`src/sv/gsd_pkg.sv`:
```
`timescale 1ns / 1ps
// Shared types, sizes and grid mirror functions for the grid symmetry dedup table.
// No dependencies; every other file imports this package.
package gsd_pkg;

    localparam int ROWS          = 3;
    localparam int COLS          = 5;
    localparam int TABLE_ENTRIES = 4096;

    localparam int FIELD_CELLS = 15;
    localparam int GRID_W      = 2 * FIELD_CELLS;
    localparam int GRID_CELLS  = ROWS * COLS;
    localparam int CNT_W       = $clog2(TABLE_ENTRIES + 1);
    localparam int ADDR_W      = (TABLE_ENTRIES > 1) ? $clog2(TABLE_ENTRIES) : 1;
    localparam int STORED_W    = 13;
    localparam int QUEUE_DEPTH = 2;
    localparam int QPTR_W      = $clog2(QUEUE_DEPTH);
    localparam int QCNT_W      = $clog2(QUEUE_DEPTH + 1);

    typedef logic [GRID_W-1:0]   t_grid;
    typedef logic [CNT_W-1:0]    t_count;
    typedef logic [STORED_W-1:0] t_stored;

    // One classified beat handed from the front end to the scan engine.
    typedef struct packed {
        logic  clear;
        t_grid grid;
        t_grid lr;
        t_grid ud;
        t_grid rot;
    } t_cmd;

    // Cells at or beyond the grid size are dropped.
    function automatic t_grid trim_grid(t_grid g);
        t_grid out;
        out = g;
        for (int i = 0; i < FIELD_CELLS; i++) begin
            if (i >= GRID_CELLS) begin
                out[2*i +: 2] = 2'b00;
            end
        end
        return out;
    endfunction

    // Pure rewiring: rows and/or columns reversed; cells outside the word read as zero.
    function automatic t_grid image_of(t_grid g, logic flip_rows, logic flip_cols);
        t_grid out;
        int    sr;
        int    sc;
        int    src;
        int    dst;
        out = '0;
        for (int r = 0; r < ROWS; r++) begin
            for (int c = 0; c < COLS; c++) begin
                sr  = flip_rows ? (ROWS - 1 - r) : r;
                sc  = flip_cols ? (COLS - 1 - c) : c;
                src = sr * COLS + sc;
                dst = r * COLS + c;
                if (dst < FIELD_CELLS && src < FIELD_CELLS) begin
                    out[2*dst +: 2] = g[2*src +: 2];
                end
            end
        end
        return out;
    endfunction

endpackage

```
`src/sv/gsd_ifaces.sv`:
```
`timescale 1ns / 1ps
// Valid/ready channel interfaces: input grids, results, and internal command beats.
// Depends on gsd_pkg.
interface gsd_in_if;
    import gsd_pkg::*;
    logic  valid;
    logic  ready;
    t_grid grid_cells;
    logic  clear_first;
    modport source (output valid, output grid_cells, output clear_first, input ready);
    modport sink (input valid, input grid_cells, input clear_first, output ready);
endinterface


interface gsd_cmd_if;
    import gsd_pkg::*;
    logic valid;
    logic ready;
    t_cmd cmd;
    modport source (output valid, output cmd, input ready);
    modport sink (input valid, input cmd, output ready);
endinterface

```
`src/sv/gsd_front.sv`:
```
`timescale 1ns / 1ps
// Front end: accepts grid beats, trims them and forms the three mirror images.
// Depends on gsd_pkg and gsd_ifaces.
module gsd_front (
    input  logic         i_clk,
    input  logic         i_rst_n,
    gsd_in_if.sink       i_in,
    gsd_cmd_if.source    o_cmd
);
    import gsd_pkg::*;

    logic  r_valid;
    t_cmd  r_cmd;
    t_grid trimmed;

    assign trimmed    = trim_grid(i_in.grid_cells);
    assign i_in.ready = !r_valid || o_cmd.ready;
    assign o_cmd.valid = r_valid;
    assign o_cmd.cmd   = r_cmd;

    always_ff @(posedge i_clk) begin
        if (!i_rst_n) begin
            r_valid <= 1'b0;
        end else if (i_in.valid && i_in.ready) begin
            r_valid <= 1'b1;
        end else if (o_cmd.ready) begin
            r_valid <= 1'b0;
        end
    end

    always_ff @(posedge i_clk) begin
        if (i_in.valid && i_in.ready) begin
            r_cmd.clear <= i_in.clear_first;
            r_cmd.grid  <= trimmed;
            r_cmd.lr    <= image_of(trimmed, 1'b0, 1'b1);
            r_cmd.ud    <= image_of(trimmed, 1'b1, 1'b0);
            r_cmd.rot   <= image_of(trimmed, 1'b1, 1'b1);
        end
    end

endmodule

```
`src/flat_wrapper.sv`:
```
// flat-port wrapper written by rule: the top's interface ports become plain ports
module gsd_front_flat import gsd_pkg::*;
  (i_clk, i_rst_n, i_in_valid, i_in_grid_cells, i_in_clear_first, i_in_ready, o_cmd_valid, o_cmd_cmd, o_cmd_ready);
  gsd_in_if i_in_i ();
  gsd_cmd_if o_cmd_i ();
  input  logic i_clk;
  input  logic i_rst_n;
  input wire logic [$bits(i_in_i.valid)-1:0] i_in_valid;
  input wire logic [$bits(i_in_i.grid_cells)-1:0] i_in_grid_cells;
  input wire logic [$bits(i_in_i.clear_first)-1:0] i_in_clear_first;
  output wire logic [$bits(i_in_i.ready)-1:0] i_in_ready;
  output wire logic [$bits(o_cmd_i.valid)-1:0] o_cmd_valid;
  output wire logic [$bits(o_cmd_i.cmd)-1:0] o_cmd_cmd;
  input wire logic [$bits(o_cmd_i.ready)-1:0] o_cmd_ready;
  assign i_in_i.valid = i_in_valid;
  assign i_in_i.grid_cells = i_in_grid_cells;
  assign i_in_i.clear_first = i_in_clear_first;
  assign i_in_ready = i_in_i.ready;
  assign o_cmd_valid = o_cmd_i.valid;
  assign o_cmd_cmd = o_cmd_i.cmd;
  assign o_cmd_i.ready = o_cmd_ready;
  gsd_front u_core (.i_clk(i_clk), .i_rst_n(i_rst_n), .i_in(i_in_i), .o_cmd(o_cmd_i));
endmodule
```
`config.mk`:
```
export PLATFORM = sky130hd
export DESIGN_NAME = gsd_front_flat
export DESIGN_NICKNAME = d
export VERILOG_FILES = /design/src/sv/gsd_pkg.sv /design/src/sv/gsd_ifaces.sv /design/src/sv/gsd_front.sv /design/src/flat_wrapper.sv
export SDC_FILE = /design/constraint.sdc
export NUM_CORES = 1
export LEC_CHECK = 0
export BUFFER_PORTS_ARGS = -buffer_cell sky130_fd_sc_hd__buf_4
export CAP_MARGIN = 25
export CORE_MARGIN = 2
export CORE_UTILIZATION = 41
export CTS_BUF_LIST = sky130_fd_sc_hd__clkbuf_8
export DETAILED_ROUTE_END_ITERATION = 12
export GPL_TIMING_DRIVEN = 1
export MAX_ROUTING_LAYER = met4
export PLACE_DENSITY = 0.93
export SLEW_MARGIN = 40
export SYNTH_ARGS = -nofsm -noshare
export SYNTH_HDL_FRONTEND = slang
export SYNTH_SLANG_ARGS = --single-unit
```
`constraint.sdc`:
```
create_clock -name i_clk -period 2.3 [get_ports i_clk]
set_clock_uncertainty 0.1 [all_clocks]
set_input_delay 0.115 -clock i_clk [delete_from_list [all_inputs] [get_ports i_clk]]
set_output_delay 0.115 -clock i_clk [all_outputs]
set_load 0.05 [all_outputs]
```
==> reports/summary.txt <==
vias in the first global route: 1057
Tcrit/Tclk final: 0.6143
postcts setup bufs: 0
number of max-cap violations: 0
mux cell area share after synthesis: 0
gr usage total: 0.1558
initial antenna violation count: 0
largest family of logic cells by synthesized area: buffers and inverters
Top Ports: 158
first-pass GRT wire length: 4885 um
pin count of the biggest net entering global routing: 32
Non-Filler Instances: 284
final setup TNS: 0 ns
run status: finished, final reports clean
Routed Antenna Nets: 0
Leak: 1.270 nW
antenna cells: 0
Setup crit end kind: flop
CP Class: input pin to flop
Via density: 3.965
CP arrival: 1.47 ns
Worst VDD drop: 0.4377 mV
DR iter-0 viols: 59
synth warn: 0
Critical path buffers and inverters: 3
placed instance area: 2230 um^2
worst hold-check path type: input pin to flop
register area share after synthesis: 0.5714
DIE AREA: 4585 um^2
NumNets Final: 268
Die X: 67.71 um
Syn Std Cell Area: 1664 um^2
gpl congestion: 0.7114
Worst path slowest cell: dlygate4sd3_1
Fillers: 279
FF/Latch Area: 950.9 um^2
CTS Sinks: 32
crit-path max FO: 1
worst slew pin tran: 0.3931 ns
drt pass-1 iters: 4
CTS tree: yes
clk slew on worst S/H paths: 0.06 ns
drt wl/cell: 13.26 um
DIE HEIGHT: 67.71 um
Worst slew margin: 0.7379
Area Growth Syn to Fin: 58.65%
Netlist cell types: 7
Max Slew Vio Count: 0
I/O Buffers: 157
CP Data Required Time: 2.36 ns
multi-input logic area: 33.78 um^2
CP startpoint kind: input pin
Final Hold Fails: 0
CP Cell Sequence: dlygate4sd3_1 -> buf_4 -> a21boi_2 -> dlygate4sd3_1
clk root buf: clkbuf_8
mean area per synthesized cell: 13.21 um^2
placed cell count: 243
WL final: 3766 um
dpl hpwl: 2562 um
Final min period: 1.413 ns
worst stage delay on the critical path: 0.55 ns
total CTS buffers: 5
most frequent CP cell: dlygate4sd3_1
pre-CTS WS: 1.021 ns
H-tree levels: 2
Syn Nets: 161
max frequency: 707.8 MHz
setup repair after global routing missed its margin: no
Design Area, Final: 2640 um^2
xor/xnor share of the synthesized area: 0
Yosys reg bits: 32
CP top delay family: buffers and inverters
Max clock buf depth: 2
floorplan row count: 23
Vias: 1126
core area: 3943 um^2
final core occ: 0.6696
compound-cell area share of the yosys netlist: 0.006767
Congestion Overflow GR: 0
worst skew pair latency: 0.27 ns
DRC errors left: 0
Setup WS post-layout: 0.8871 ns
Setup-failing EPs final: 0
Pwr Density: 696.2 nW/um^2
Synth Area in Adders: 0
Syn Inst Count: 126
Synth Area in Simple Gates: 0.01353
Starting Density: 0.4221
share of layout cells above drive strength 1: 0.7051
-- area by class of cell --
| class | instances | share of cell area |
|---|---|---|
| timing repair buffer | 190 | 0.5716 |
| inverter | 1 | 0.001422 |
| clock buffer | 5 | 0.02607 |
| sequential | 32 | 0.3602 |
| clock inverter | 3 | 0.004265 |
| tap | 50 | 0.02370 |
| multi-input combinational | 3 | 0.01280 |
-- path summary, 6_finish.rpt --
check | to | slack, ns | from | depth (start not counted)
min | u_core.o_cmd.cmd[30]$_DFFE_PP_ | 0.32 | i_in_valid | 2
max | u_core.o_cmd.valid$_SDFFE_PN0P_ | 0.89 | i_rst_n | 4
min reg2reg | u_core.o_cmd.cmd[30]$_DFFE_PP_ | 0.84 | u_core.o_cmd.valid$_SDFFE_PN0P_ | 2
max reg2reg | u_core.o_cmd.cmd[39]$_DFFE_PP_ | 1.02 | u_core.o_cmd.valid$_SDFFE_PN0P_ | 2
-- registers in the layout, summed over array words and instances (netlist names) --
name,flops
u_core.o_cmd.cmd,31
u_core.o_cmd.valid,1
-- stage by stage --
step	power [mW]	hold slack [ns]
2_1_floorplan	1.303	0.1139
3_3_place_gp	1.411	0.1933
3_5_place_dp	1.420	0.1945
4_1_cts	1.855	0.3185
5_1_grt	1.907	0.3343
6_report	1.838	0.3247
-- cell families after synthesis --
kind of cell,count (synthesis)
and+or+nand+nor,2
DFF,32
buffers and inverters,91
AOI/OAI and AO/OA,1
-- what timing repair did --
action / in CTS / in global routing
gates resized for setup: 0 / 0
hold buffers: 33 / 0
endpoints found under the hold margin: 32 / 0
-- layout by cell type (no fill, tap or decap) --
cell	instances
buf_4	157
dlygate4sd3_1	33
edfxtp_1	31
clkbuf_8	5
inv_1	3
nand2b_4	1
and2_4	1
a21boi_2	1
clkinv_1	1
dfxtp_1	1
-- report_power, final --
group / switching (mW) / leakage [nW] / internal [mW]
combinational: 0.512 / 0.914 / 0.226
sequential: 0.0334 / 0.308 / 0.683
clock: 0.183 / 0.0482 / 0.201
-- worst reg2reg max path: stages, from the launching register on --
cell	delay (ns)
dfxtp_1	0.34
nand2b_4	0.08
and2_4	0.40
-- cell usage after synthesis --
cell      number  share of area
a21boi_2       1         0.0068
and2_4         1         0.0053
buf_4         90           0.41
dfxtp_1        1          0.012
edfxtp_1      31           0.56
inv_1          1         0.0023
nand2b_4       1         0.0083
-- metal layers --
layer | vias up | global-route usage | part of all wire
met3 | 4 | 0.04500 | 0.12
met2 | 90 | 0.3027 | 0.56
met4 | 0 | 0.07653 | 0.012
li1 | 533 | - | -
met5 | - | - | 0
met1 | 499 | 0.1318 | 0.31
(Power assumes the default switching activity.)
