===== config.mk =====
export PLATFORM = sky130hd
export DESIGN_NAME = gsd_queue_flat
export DESIGN_NICKNAME = d
export VERILOG_FILES = /design/src/sv/gsd_pkg.sv /design/src/sv/gsd_ifaces.sv /design/src/sv/gsd_queue.sv /design/src/flat_wrapper.sv
export SDC_FILE = /design/constraint.sdc
export NUM_CORES = 1
export LEC_CHECK = 0
export ABC_AREA = 1
export BUFFER_PORTS_ARGS = -buffer_cell sky130_fd_sc_hd__buf_4
export CORE_MARGIN = 5
export CORE_UTILIZATION = 52
export CTS_CLUSTER_DIAMETER = 80
export CTS_CLUSTER_SIZE = 16
export DETAILED_ROUTE_END_ITERATION = 8
export PLACE_DENSITY_LB_ADDON = 0.3
export SLEW_MARGIN = 20
export SYNTH_ARGS = -nofsm -noshare
export SYNTH_HDL_FRONTEND = slang
export SYNTH_SLANG_ARGS = --single-unit

===== constraint.sdc =====
create_clock -name i_clk -period 7.8 [get_ports i_clk]
set_input_delay 1.56 -clock i_clk [delete_from_list [all_inputs] [get_ports i_clk]]
set_output_delay 1.56 -clock i_clk [all_outputs]
set_load 0.02 [all_outputs]

===== src/sv/gsd_pkg.sv =====
`timescale 1ns / 1ps
// Shared types, sizes and grid mirror functions for the grid symmetry dedup table.
// No dependencies; every other file imports this package.
package gsd_pkg;

    localparam int ROWS          = 3;
    localparam int COLS          = 5;
    localparam int TABLE_ENTRIES = 4096;

    localparam int FIELD_CELLS = 15;
    localparam int GRID_W      = 2 * FIELD_CELLS;
    localparam int GRID_CELLS  = ROWS * COLS;
    localparam int CNT_W       = $clog2(TABLE_ENTRIES + 1);
    localparam int ADDR_W      = (TABLE_ENTRIES > 1) ? $clog2(TABLE_ENTRIES) : 1;
    localparam int STORED_W    = 13;
    localparam int QUEUE_DEPTH = 2;
    localparam int QPTR_W      = $clog2(QUEUE_DEPTH);
    localparam int QCNT_W      = $clog2(QUEUE_DEPTH + 1);

    typedef logic [GRID_W-1:0]   t_grid;
    typedef logic [CNT_W-1:0]    t_count;
    typedef logic [STORED_W-1:0] t_stored;

    // One classified beat handed from the front end to the scan engine.
    typedef struct packed {
        logic  clear;
        t_grid grid;
        t_grid lr;
        t_grid ud;
        t_grid rot;
    } t_cmd;

    // Cells at or beyond the grid size are dropped.
    function automatic t_grid trim_grid(t_grid g);
        t_grid out;
        out = g;
        for (int i = 0; i < FIELD_CELLS; i++) begin
            if (i >= GRID_CELLS) begin
                out[2*i +: 2] = 2'b00;
            end
        end
        return out;
    endfunction

    // Pure rewiring: rows and/or columns reversed; cells outside the word read as zero.
    function automatic t_grid image_of(t_grid g, logic flip_rows, logic flip_cols);
        t_grid out;
        int    sr;
        int    sc;
        int    src;
        int    dst;
        out = '0;
        for (int r = 0; r < ROWS; r++) begin
            for (int c = 0; c < COLS; c++) begin
                sr  = flip_rows ? (ROWS - 1 - r) : r;
                sc  = flip_cols ? (COLS - 1 - c) : c;
                src = sr * COLS + sc;
                dst = r * COLS + c;
                if (dst < FIELD_CELLS && src < FIELD_CELLS) begin
                    out[2*dst +: 2] = g[2*src +: 2];
                end
            end
        end
        return out;
    endfunction

endpackage


===== src/sv/gsd_ifaces.sv =====


interface gsd_cmd_if;
    import gsd_pkg::*;
    logic valid;
    logic ready;
    t_cmd cmd;
    modport source (output valid, output cmd, input ready);
    modport sink (input valid, input cmd, output ready);
endinterface


===== src/sv/gsd_queue.sv =====
`timescale 1ns / 1ps
// Short FIFO of command beats between the front end and the scan engine.
// Depends on gsd_pkg and gsd_ifaces.
module gsd_queue (
    input  logic       i_clk,
    input  logic       i_rst_n,
    gsd_cmd_if.sink    i_cmd,
    gsd_cmd_if.source  o_cmd
);
    import gsd_pkg::*;

    t_cmd              r_slot [QUEUE_DEPTH];
    logic [QPTR_W-1:0] r_wr_ptr;
    logic [QPTR_W-1:0] r_rd_ptr;
    logic [QCNT_W-1:0] r_fill;
    logic              push;
    logic              pop;

    assign i_cmd.ready = (r_fill != QCNT_W'(QUEUE_DEPTH));
    assign o_cmd.valid = (r_fill != '0);
    assign o_cmd.cmd   = r_slot[r_rd_ptr];
    assign push        = i_cmd.valid && i_cmd.ready;
    assign pop         = o_cmd.valid && o_cmd.ready;

    always_ff @(posedge i_clk) begin
        if (!i_rst_n) begin
            r_wr_ptr <= '0;
            r_rd_ptr <= '0;
            r_fill   <= '0;
        end else begin
            if (push) begin
                r_wr_ptr <= (r_wr_ptr == QPTR_W'(QUEUE_DEPTH - 1)) ? '0 : r_wr_ptr + 1'b1;
            end
            if (pop) begin
                r_rd_ptr <= (r_rd_ptr == QPTR_W'(QUEUE_DEPTH - 1)) ? '0 : r_rd_ptr + 1'b1;
            end
            if (push && !pop) begin
                r_fill <= r_fill + 1'b1;
            end else if (pop && !push) begin
                r_fill <= r_fill - 1'b1;
            end
        end
    end

    always_ff @(posedge i_clk) begin
        if (push) begin
            r_slot[r_wr_ptr] <= i_cmd.cmd;
        end
    end

endmodule


===== src/flat_wrapper.sv =====
// flat-port wrapper written by rule: the top's interface ports become plain ports
module gsd_queue_flat import gsd_pkg::*;
  (i_clk, i_rst_n, i_cmd_valid, i_cmd_cmd, i_cmd_ready, o_cmd_valid, o_cmd_cmd, o_cmd_ready);
  gsd_cmd_if i_cmd_i ();
  gsd_cmd_if o_cmd_i ();
  input  logic i_clk;
  input  logic i_rst_n;
  input wire logic [$bits(i_cmd_i.valid)-1:0] i_cmd_valid;
  input wire logic [$bits(i_cmd_i.cmd)-1:0] i_cmd_cmd;
  output wire logic [$bits(i_cmd_i.ready)-1:0] i_cmd_ready;
  output wire logic [$bits(o_cmd_i.valid)-1:0] o_cmd_valid;
  output wire logic [$bits(o_cmd_i.cmd)-1:0] o_cmd_cmd;
  input wire logic [$bits(o_cmd_i.ready)-1:0] o_cmd_ready;
  assign i_cmd_i.valid = i_cmd_valid;
  assign i_cmd_i.cmd = i_cmd_cmd;
  assign i_cmd_ready = i_cmd_i.ready;
  assign o_cmd_valid = o_cmd_i.valid;
  assign o_cmd_cmd = o_cmd_i.cmd;
  assign o_cmd_i.ready = o_cmd_ready;
  gsd_queue u_core (.i_clk(i_clk), .i_rst_n(i_rst_n), .i_cmd(i_cmd_i), .o_cmd(o_cmd_i));
endmodule

==> results of run 1 <==
synthesized netlist by cell type (all sizes together):
| cell type | count |
|---|---|
| dfxtp | 5 |
| nor2 | 8 |
| ha | 1 |
| buf | 13 |
| mux2 | 121 |
| edfxtp | 242 |
| inv | 8 |
| nand4 | 1 |
| o21a | 1 |
| nand3 | 1 |
| a21oi | 1 |
| nand2 | 9 |
| o21ai | 2 |
worst max-delay path: cells and delay by family, from the launching register on:
| family | cells | cell delay [ps] |
|---|---|---|
| multiplexers | 1 | 440 |
| flip-flops | 1 | 830 |
| buffers and inverters | 2 | 950 |
logic make-up after synthesis:
kind of cell	after synthesis
AOI/OAI and AO/OA	4
buffers and inverters	21
muxes	121
adders and majority gates	1
and+or+nand+nor	19
DFF	247
final cells by class:
class                      instances  area, sq um
tap                              225          282
clock buffer                      32          524
clock inverter                     1         11.3
inverter                           8         30.0
sequential                       247         7370
multi-input combinational        145         1490
timing repair buffer             252         1890
fill                            1139         5520
final timing paths:
| path | from | end | slack (ps) | cells past startpoint |
|---|---|---|---|---|
| max | register | o_cmd_cmd[29] | 3450 | 3 |
| min | u_core.r_rd_ptr | u_core.r_rd_ptr | 520 | 2 |
| max reg2reg | u_core.r_fill[0] | u_core.r_slot[1][96] | 5700 | 5 |
| min reg2reg | u_core.r_rd_ptr | u_core.r_rd_ptr | 520 | 2 |
registers in the layout (all words and copies together) (netlist names), named ones only:
signal           cells
u_core.r_fill        2
u_core.r_rd_ptr      1
u_core.r_slot      242
u_core.r_wr_ptr      1
power by group:
group | switching [W] | internal, W | leakage (nW)
clock | 0.000414 | 0.000461 | 0.256
sequential | 0.0000734 | 0.00168 | 2.30
combinational | 0.000564 | 0.000461 | 1.74
layer usage:
| metal | wire, um | share of wire, % | track usage, % |
|---|---|---|---|
| met5 | 0 | 0 | 0 |
| met4 | 256 | 1.5 | 3.74 |
| met3 | 1420 | 8.1 | 4.45 |
| met2 | 8860 | 50 | 28.6 |
| met1 | 7110 | 40 | 22.2 |
per-stage QoR:
stage / util [%] / std cells / cell area [sq um] / power [W] / setup slack, ps
after global placement: 64.6 / 877 / 11100 / 0.00278 / 3990
after CTS: 67.8 / 910 / 11600 / 0.00369 / 3430
after floorplan: - / 413 / 8990 / 0.00242 / 510
final: 67.8 / 910 / 11600 / 0.00365 / 3450
after detailed placement: 64.6 / 877 / 11100 / 0.00282 / 3950
after global routing: 67.8 / 910 / 11600 / 0.00381 / 3320
==> reports/metrics.json, run 1 <==
{
  "status": {
    "outcome": "complete, no violations"
  },
  "setup_path": {
    "cp_data_required_time_ps": 6240,
    "crit_path_end_kind": "output pin",
    "cp_max_stage_delay_ps": 830,
    "worstPathCellList": "buf_4 -> mux2_2 -> buf_4",
    "cp_data_arrival_time_ps": 2790,
    "setup.worst_path.class": "reg -> out",
    "cp_max_fo": 67,
    "slowest_stage": "sky130_fd_sc_hd__dfxtp_4",
    "timing.critical_path.from_type": "register",
    "cpMostUsedCell": "sky130_fd_sc_hd__buf_4"
  },
  "placement": {
    "portBuffers": 247,
    "detailed_placement_wirelength_estimate_um": 11900,
    "gp_congestion": 0.743
  },
  "yosys": {
    "ys_ff_latch": 247,
    "synth_warnings": 0,
    "main_combinational_cell_family_by_area_after_synthesis": "multiplexers",
    "yosysSeqAreaShare_pct": 81.9,
    "synth_compound_gate_area_share_pct": 0.250,
    "synthesis.nets": 539,
    "post-synth-top-area-cell": "sky130_fd_sc_hd__edfxtp_1",
    "synthXorXnorAreaFrac_pct": 0,
    "fraction_of_the_mapped_netlist_area_in_simple_logic_gates_pct": 0.835,
    "synthesis.instances": 413,
    "yosys-mux-area-fraction_pct": 15.2,
    "synth_top_cell_area_share_pct": 80.8,
    "synthesis.area_per_instance_sq_um": 21.8,
    "yosysUniqueCellTypes": 15,
    "netlist_area_sq_mm": 0.00899,
    "share_of_synthesized_cell_area_in_full_adder_half_adder_and_majority_cells_pct": 0.139,
    "leading_cell_types_by_total_area_after_synthesis": "sky130_fd_sc_hd__edfxtp_1 (81%), sky130_fd_sc_hd__mux2_2 (15%), sky130_fd_sc_hd__buf_6 (1.1%), sky130_fd_sc_hd__dfxtp_1 (1.1%), sky130_fd_sc_hd__nand2_1 (0.38%)"
  },
  "clock_tree": {
    "cts_hold_repair.buffers": 0,
    "postCtsResizedCells": 0,
    "tritoncts": "built",
    "ctsHtreeMaxLevel": 1,
    "ctsRootBufferMaster": "sky130_fd_sc_hd__clkbuf_16",
    "worst_skew_pair.late_latency_ps": 490,
    "cts_num_sinks": 247,
    "cts_made_buffers": 19,
    "cts_post_setup_buffers_inserted": 0,
    "clk_transition_reported_paths_ps": 70,
    "clockBufferDepth": 3
  },
  "final_layout": {
    "finish.net_count": 799,
    "mostFrequentLayoutCells": "sky130_fd_sc_hd__buf_4 (252), sky130_fd_sc_hd__edfxtp_1 (242), sky130_fd_sc_hd__mux2_2 (121), sky130_fd_sc_hd__clkbuf_16 (19), sky130_fd_sc_hd__clkbuf_1 (13)",
    "layout_commonest_cell": "sky130_fd_sc_hd__buf_4",
    "synth_to_final_area_change_pct": 29.0,
    "antenna-diode-count": 0,
    "drive_gt1_share_pct": 57.8
  },
  "timing": {
    "timing.final.setup_violations": 0,
    "finalHoldViolations": 0,
    "finalMaxSlewViolations": 0,
    "setup_total_negative_slack_ps": 0,
    "skew_ps": 18.4,
    "setup_repair_after_global_routing_missed_its_margin": "false",
    "period_share_pct": 55.8,
    "max_slew_headroom_at_the_worst_pin_pct": 34.4,
    "upper_clock_frequency_limit_ghz": 0.230,
    "finalHoldWorstSlack_ps": 520,
    "final_period_minus_worst_setup_slack_ps": 4350,
    "worst_pin_slew_ps": 985
  },
  "global_route": {
    "grt_pass1_wl_um": 26800,
    "grt_antenna_before_repair": 0,
    "via_count_of_the_first_global_routing_pass": 5036,
    "gr-total-overflow": 0,
    "grt_max_degree": 74,
    "grt_util_all_layers_pct": 16.9
  },
  "die": {
    "coreArea_sq_mm": 0.0171,
    "row_count": 48,
    "die_width_um": 142,
    "initial_core_util_pct": 52.5,
    "boundaryPins": 248,
    "floorplan.die_area_sq_mm": 0.0200,
    "die_outline_height_um": 142
  },
  "power_and_ir_drop": {
    "pwr_density_cell_mw_per_mm2": 315,
    "total_leakage_power_nw": 4.30,
    "worst_ir_drop_vdd_uv": 212
  },
  "routing": {
    "routed_wire_length_per_instance_um": 19.4,
    "routed-via-count": 4664,
    "vias_per_cell": 5.13,
    "route.detailed.drc": 0,
    "wl_um": 17600,
    "ant_nets": 0,
    "drt-pass1-iter-count": 5,
    "dr.first_iter.drc_count": 221
  },
  "flow_run": {
    "drv_cap": 0
  },
  "hold_path": {
    "holdCritPathClass": "reg -> reg"
  }
}
Note: power is estimated with default switching activity, not from simulation.
==> run 2, diff against run 1 <==
- clock period: 7.8 -> 4.35 ns (I/O delays scaled with it)
==> run 2 against run 1 <==
Against the previous run: clock power up 76%; core utilization about the same; clock skew down 11 ps; final cell count down 0.55%; sequential power up 80%; sequential share of layout area about the same; count of clock-buffer cells in the layout down 7; critical path depth unchanged; combinational power up 79%; die area unchanged; flip-flop and latch count unchanged; largest power group unchanged.
==> reports/metrics.json, run 2 (synthesis results as in run 1) <==
{
  "die": {
    "row_count": 48,
    "die_outline_height_um": 142,
    "coreArea_sq_mm": 0.0171,
    "initial_core_util_pct": 52.5,
    "floorplan.die_area_sq_mm": 0.0200,
    "die_width_um": 142,
    "boundaryPins": 248
  },
  "setup_path": {
    "timing.critical_path.buf_inv": 2,
    "setup.worst_path.class": "reg -> out",
    "worstPathCellList": "buf_4 -> mux2_2 -> buf_4",
    "cp_max_fo": 58,
    "cp_data_required_time_ps": 3480,
    "timing.critical_path.from_type": "register",
    "setup.reg_to_reg.worst_slack_ps": 2260,
    "cpMostUsedCell": "sky130_fd_sc_hd__buf_4",
    "critPathTopFamily": "flip-flops",
    "cp_data_arrival_time_ps": 2350,
    "cp_max_stage_delay_ps": 870,
    "crit_path_end_kind": "output pin",
    "slowest_stage": "sky130_fd_sc_hd__dfxtp_4"
  },
  "power_and_ir_drop": {
    "total_power_w": 0.00653,
    "pwr_density_cell_mw_per_mm2": 563,
    "total_leakage_power_nw": 4.30,
    "worst_ir_drop_vdd_uv": 321
  },
  "global_route": {
    "grt_util_all_layers_pct": 16.8,
    "grt_antenna_before_repair": 0,
    "grt_max_degree": 76,
    "gr-total-overflow": 0,
    "grt_pass1_wl_um": 26200,
    "via_count_of_the_first_global_routing_pass": 4933
  },
  "routing": {
    "drt-pass1-iter-count": 4,
    "ant_nets": 0,
    "route.detailed.drc": 0,
    "wl_um": 17700,
    "vias_per_cell": 5.09,
    "routed-via-count": 4605,
    "dr.first_iter.drc_count": 164,
    "routed_wire_length_per_instance_um": 19.6
  },
  "clock_tree": {
    "cts_num_sinks": 247,
    "ctsHtreeMaxLevel": 1,
    "cts_made_buffers": 19,
    "clockBufferDepth": 3,
    "tritoncts": "built",
    "postCtsResizedCells": 0,
    "cts_post_setup_buffers_inserted": 0,
    "ctsRootBufferMaster": "sky130_fd_sc_hd__clkbuf_16",
    "clk_transition_reported_paths_ps": 70,
    "worst_skew_pair.late_latency_ps": 480,
    "cts_hold_repair.buffers": 0
  },
  "placement": {
    "portBuffers": 247,
    "detailed_placement_wirelength_estimate_um": 12000,
    "dpl_worst_slack_ps": 1600,
    "placed_cells": 878,
    "gp_congestion": 0.736
  },
  "final_layout": {
    "layout_top_registers": "u_core.r_slot: 242 flops, u_core.r_fill: 2 flops",
    "drive_gt1_share_pct": 58.5,
    "finish.net_count": 800,
    "number_of_flip_flops_under_the_largest_register_name": 242,
    "synth_to_final_area_change_pct": 29.0,
    "largest-register": "u_core.r_slot",
    "util_after_layout_pct": 67.8,
    "antenna-diode-count": 0,
    "layout_commonest_cell": "sky130_fd_sc_hd__buf_4",
    "stdcell_count": 905,
    "mostFrequentLayoutCells": "sky130_fd_sc_hd__buf_4 (252), sky130_fd_sc_hd__edfxtp_1 (242), sky130_fd_sc_hd__mux2_2 (121), sky130_fd_sc_hd__clkbuf_16 (19), sky130_fd_sc_hd__nand2_1 (9)"
  },
  "hold_path": {
    "holdCritPathClass": "reg -> reg"
  },
  "timing": {
    "finalMaxSlewViolations": 0,
    "finalHoldViolations": 0,
    "period_share_pct": 74.1,
    "final_period_minus_worst_setup_slack_ps": 3220,
    "skew_ps": 7.07,
    "max_slew_headroom_at_the_worst_pin_pct": 32.1,
    "worst_slack_ps": 1130,
    "setup_repair_after_global_routing_missed_its_margin": "false",
    "timing.final.setup_violations": 0,
    "worst_pin_slew_ps": 1020,
    "upper_clock_frequency_limit_ghz": 0.310
  },
  "status": {
    "outcome": "complete, no violations"
  },
  "flow_run": {
    "drv_cap": 0
  }
}
==> run 2: final cells by class <==
| type | instances | area, sq um |
|---|---|---|
| Inverter | 8 | 30.0 |
| Clock inverter | 2 | 20.0 |
| Sequential cell | 247 | 7370 |
| Fill cell | 1175 | 5520 |
| Clock buffer | 25 | 498 |
| Multi-Input combinational cell | 145 | 1490 |
| Tap cell | 225 | 282 |
| Timing Repair Buffer | 253 | 1910 |
==> run 2: metal layers <==
layer | up-vias | global-route usage [%] | part of all wire, %
met4 | 0 | 4.49 | 1.7
met2 | 171 | 30.1 | 52
met5 | - | 0 | 0
li1 | 2132 | - | -
met1 | 2280 | 20.5 | 38
met3 | 22 | 4.21 | 8.0
==> run 2: worst reg2reg max path: stages, from the launching register on <==
cell and delay (ps):
sky130_fd_sc_hd__dfxtp_1 350, sky130_fd_sc_hd__inv_1 100, sky130_fd_sc_hd__nand2_1 110, sky130_fd_sc_hd__nand2_1 180, sky130_fd_sc_hd__nor2_4 130, sky130_fd_sc_hd__buf_4 770
==> run 2: final timing paths <==
kind                     from                   end  cells after the start
max                  register         o_cmd_cmd[25]                      3
min           u_core.r_rd_ptr       u_core.r_rd_ptr                      2
max reg2reg  u_core.r_fill[0]  u_core.r_slot[1][40]                      5
min reg2reg   u_core.r_rd_ptr       u_core.r_rd_ptr                      2
==> run 2: power breakdown <==
| group | internal [W] | switching (W) | total (W) |
|---|---|---|---|
| Combinational | 0.000835 | 0.00101 | 0.00184 |
| Clock | 0.000806 | 0.000739 | 0.00154 |
| Sequential | 0.00301 | 0.000134 | 0.00315 |
==> run 2: stage by stage <==
step / TNS, ps / hold slack (ps) / instance area [sq um]
detailed placement: 0 / 495 / 11100
CTS: 0 / 514 / 11600
floorplan: -53960 / 467 / 9000
finish: 0 / 510 / 11600
global route: 0 / 536 / 11600
global placement: 0 / 479 / 11100
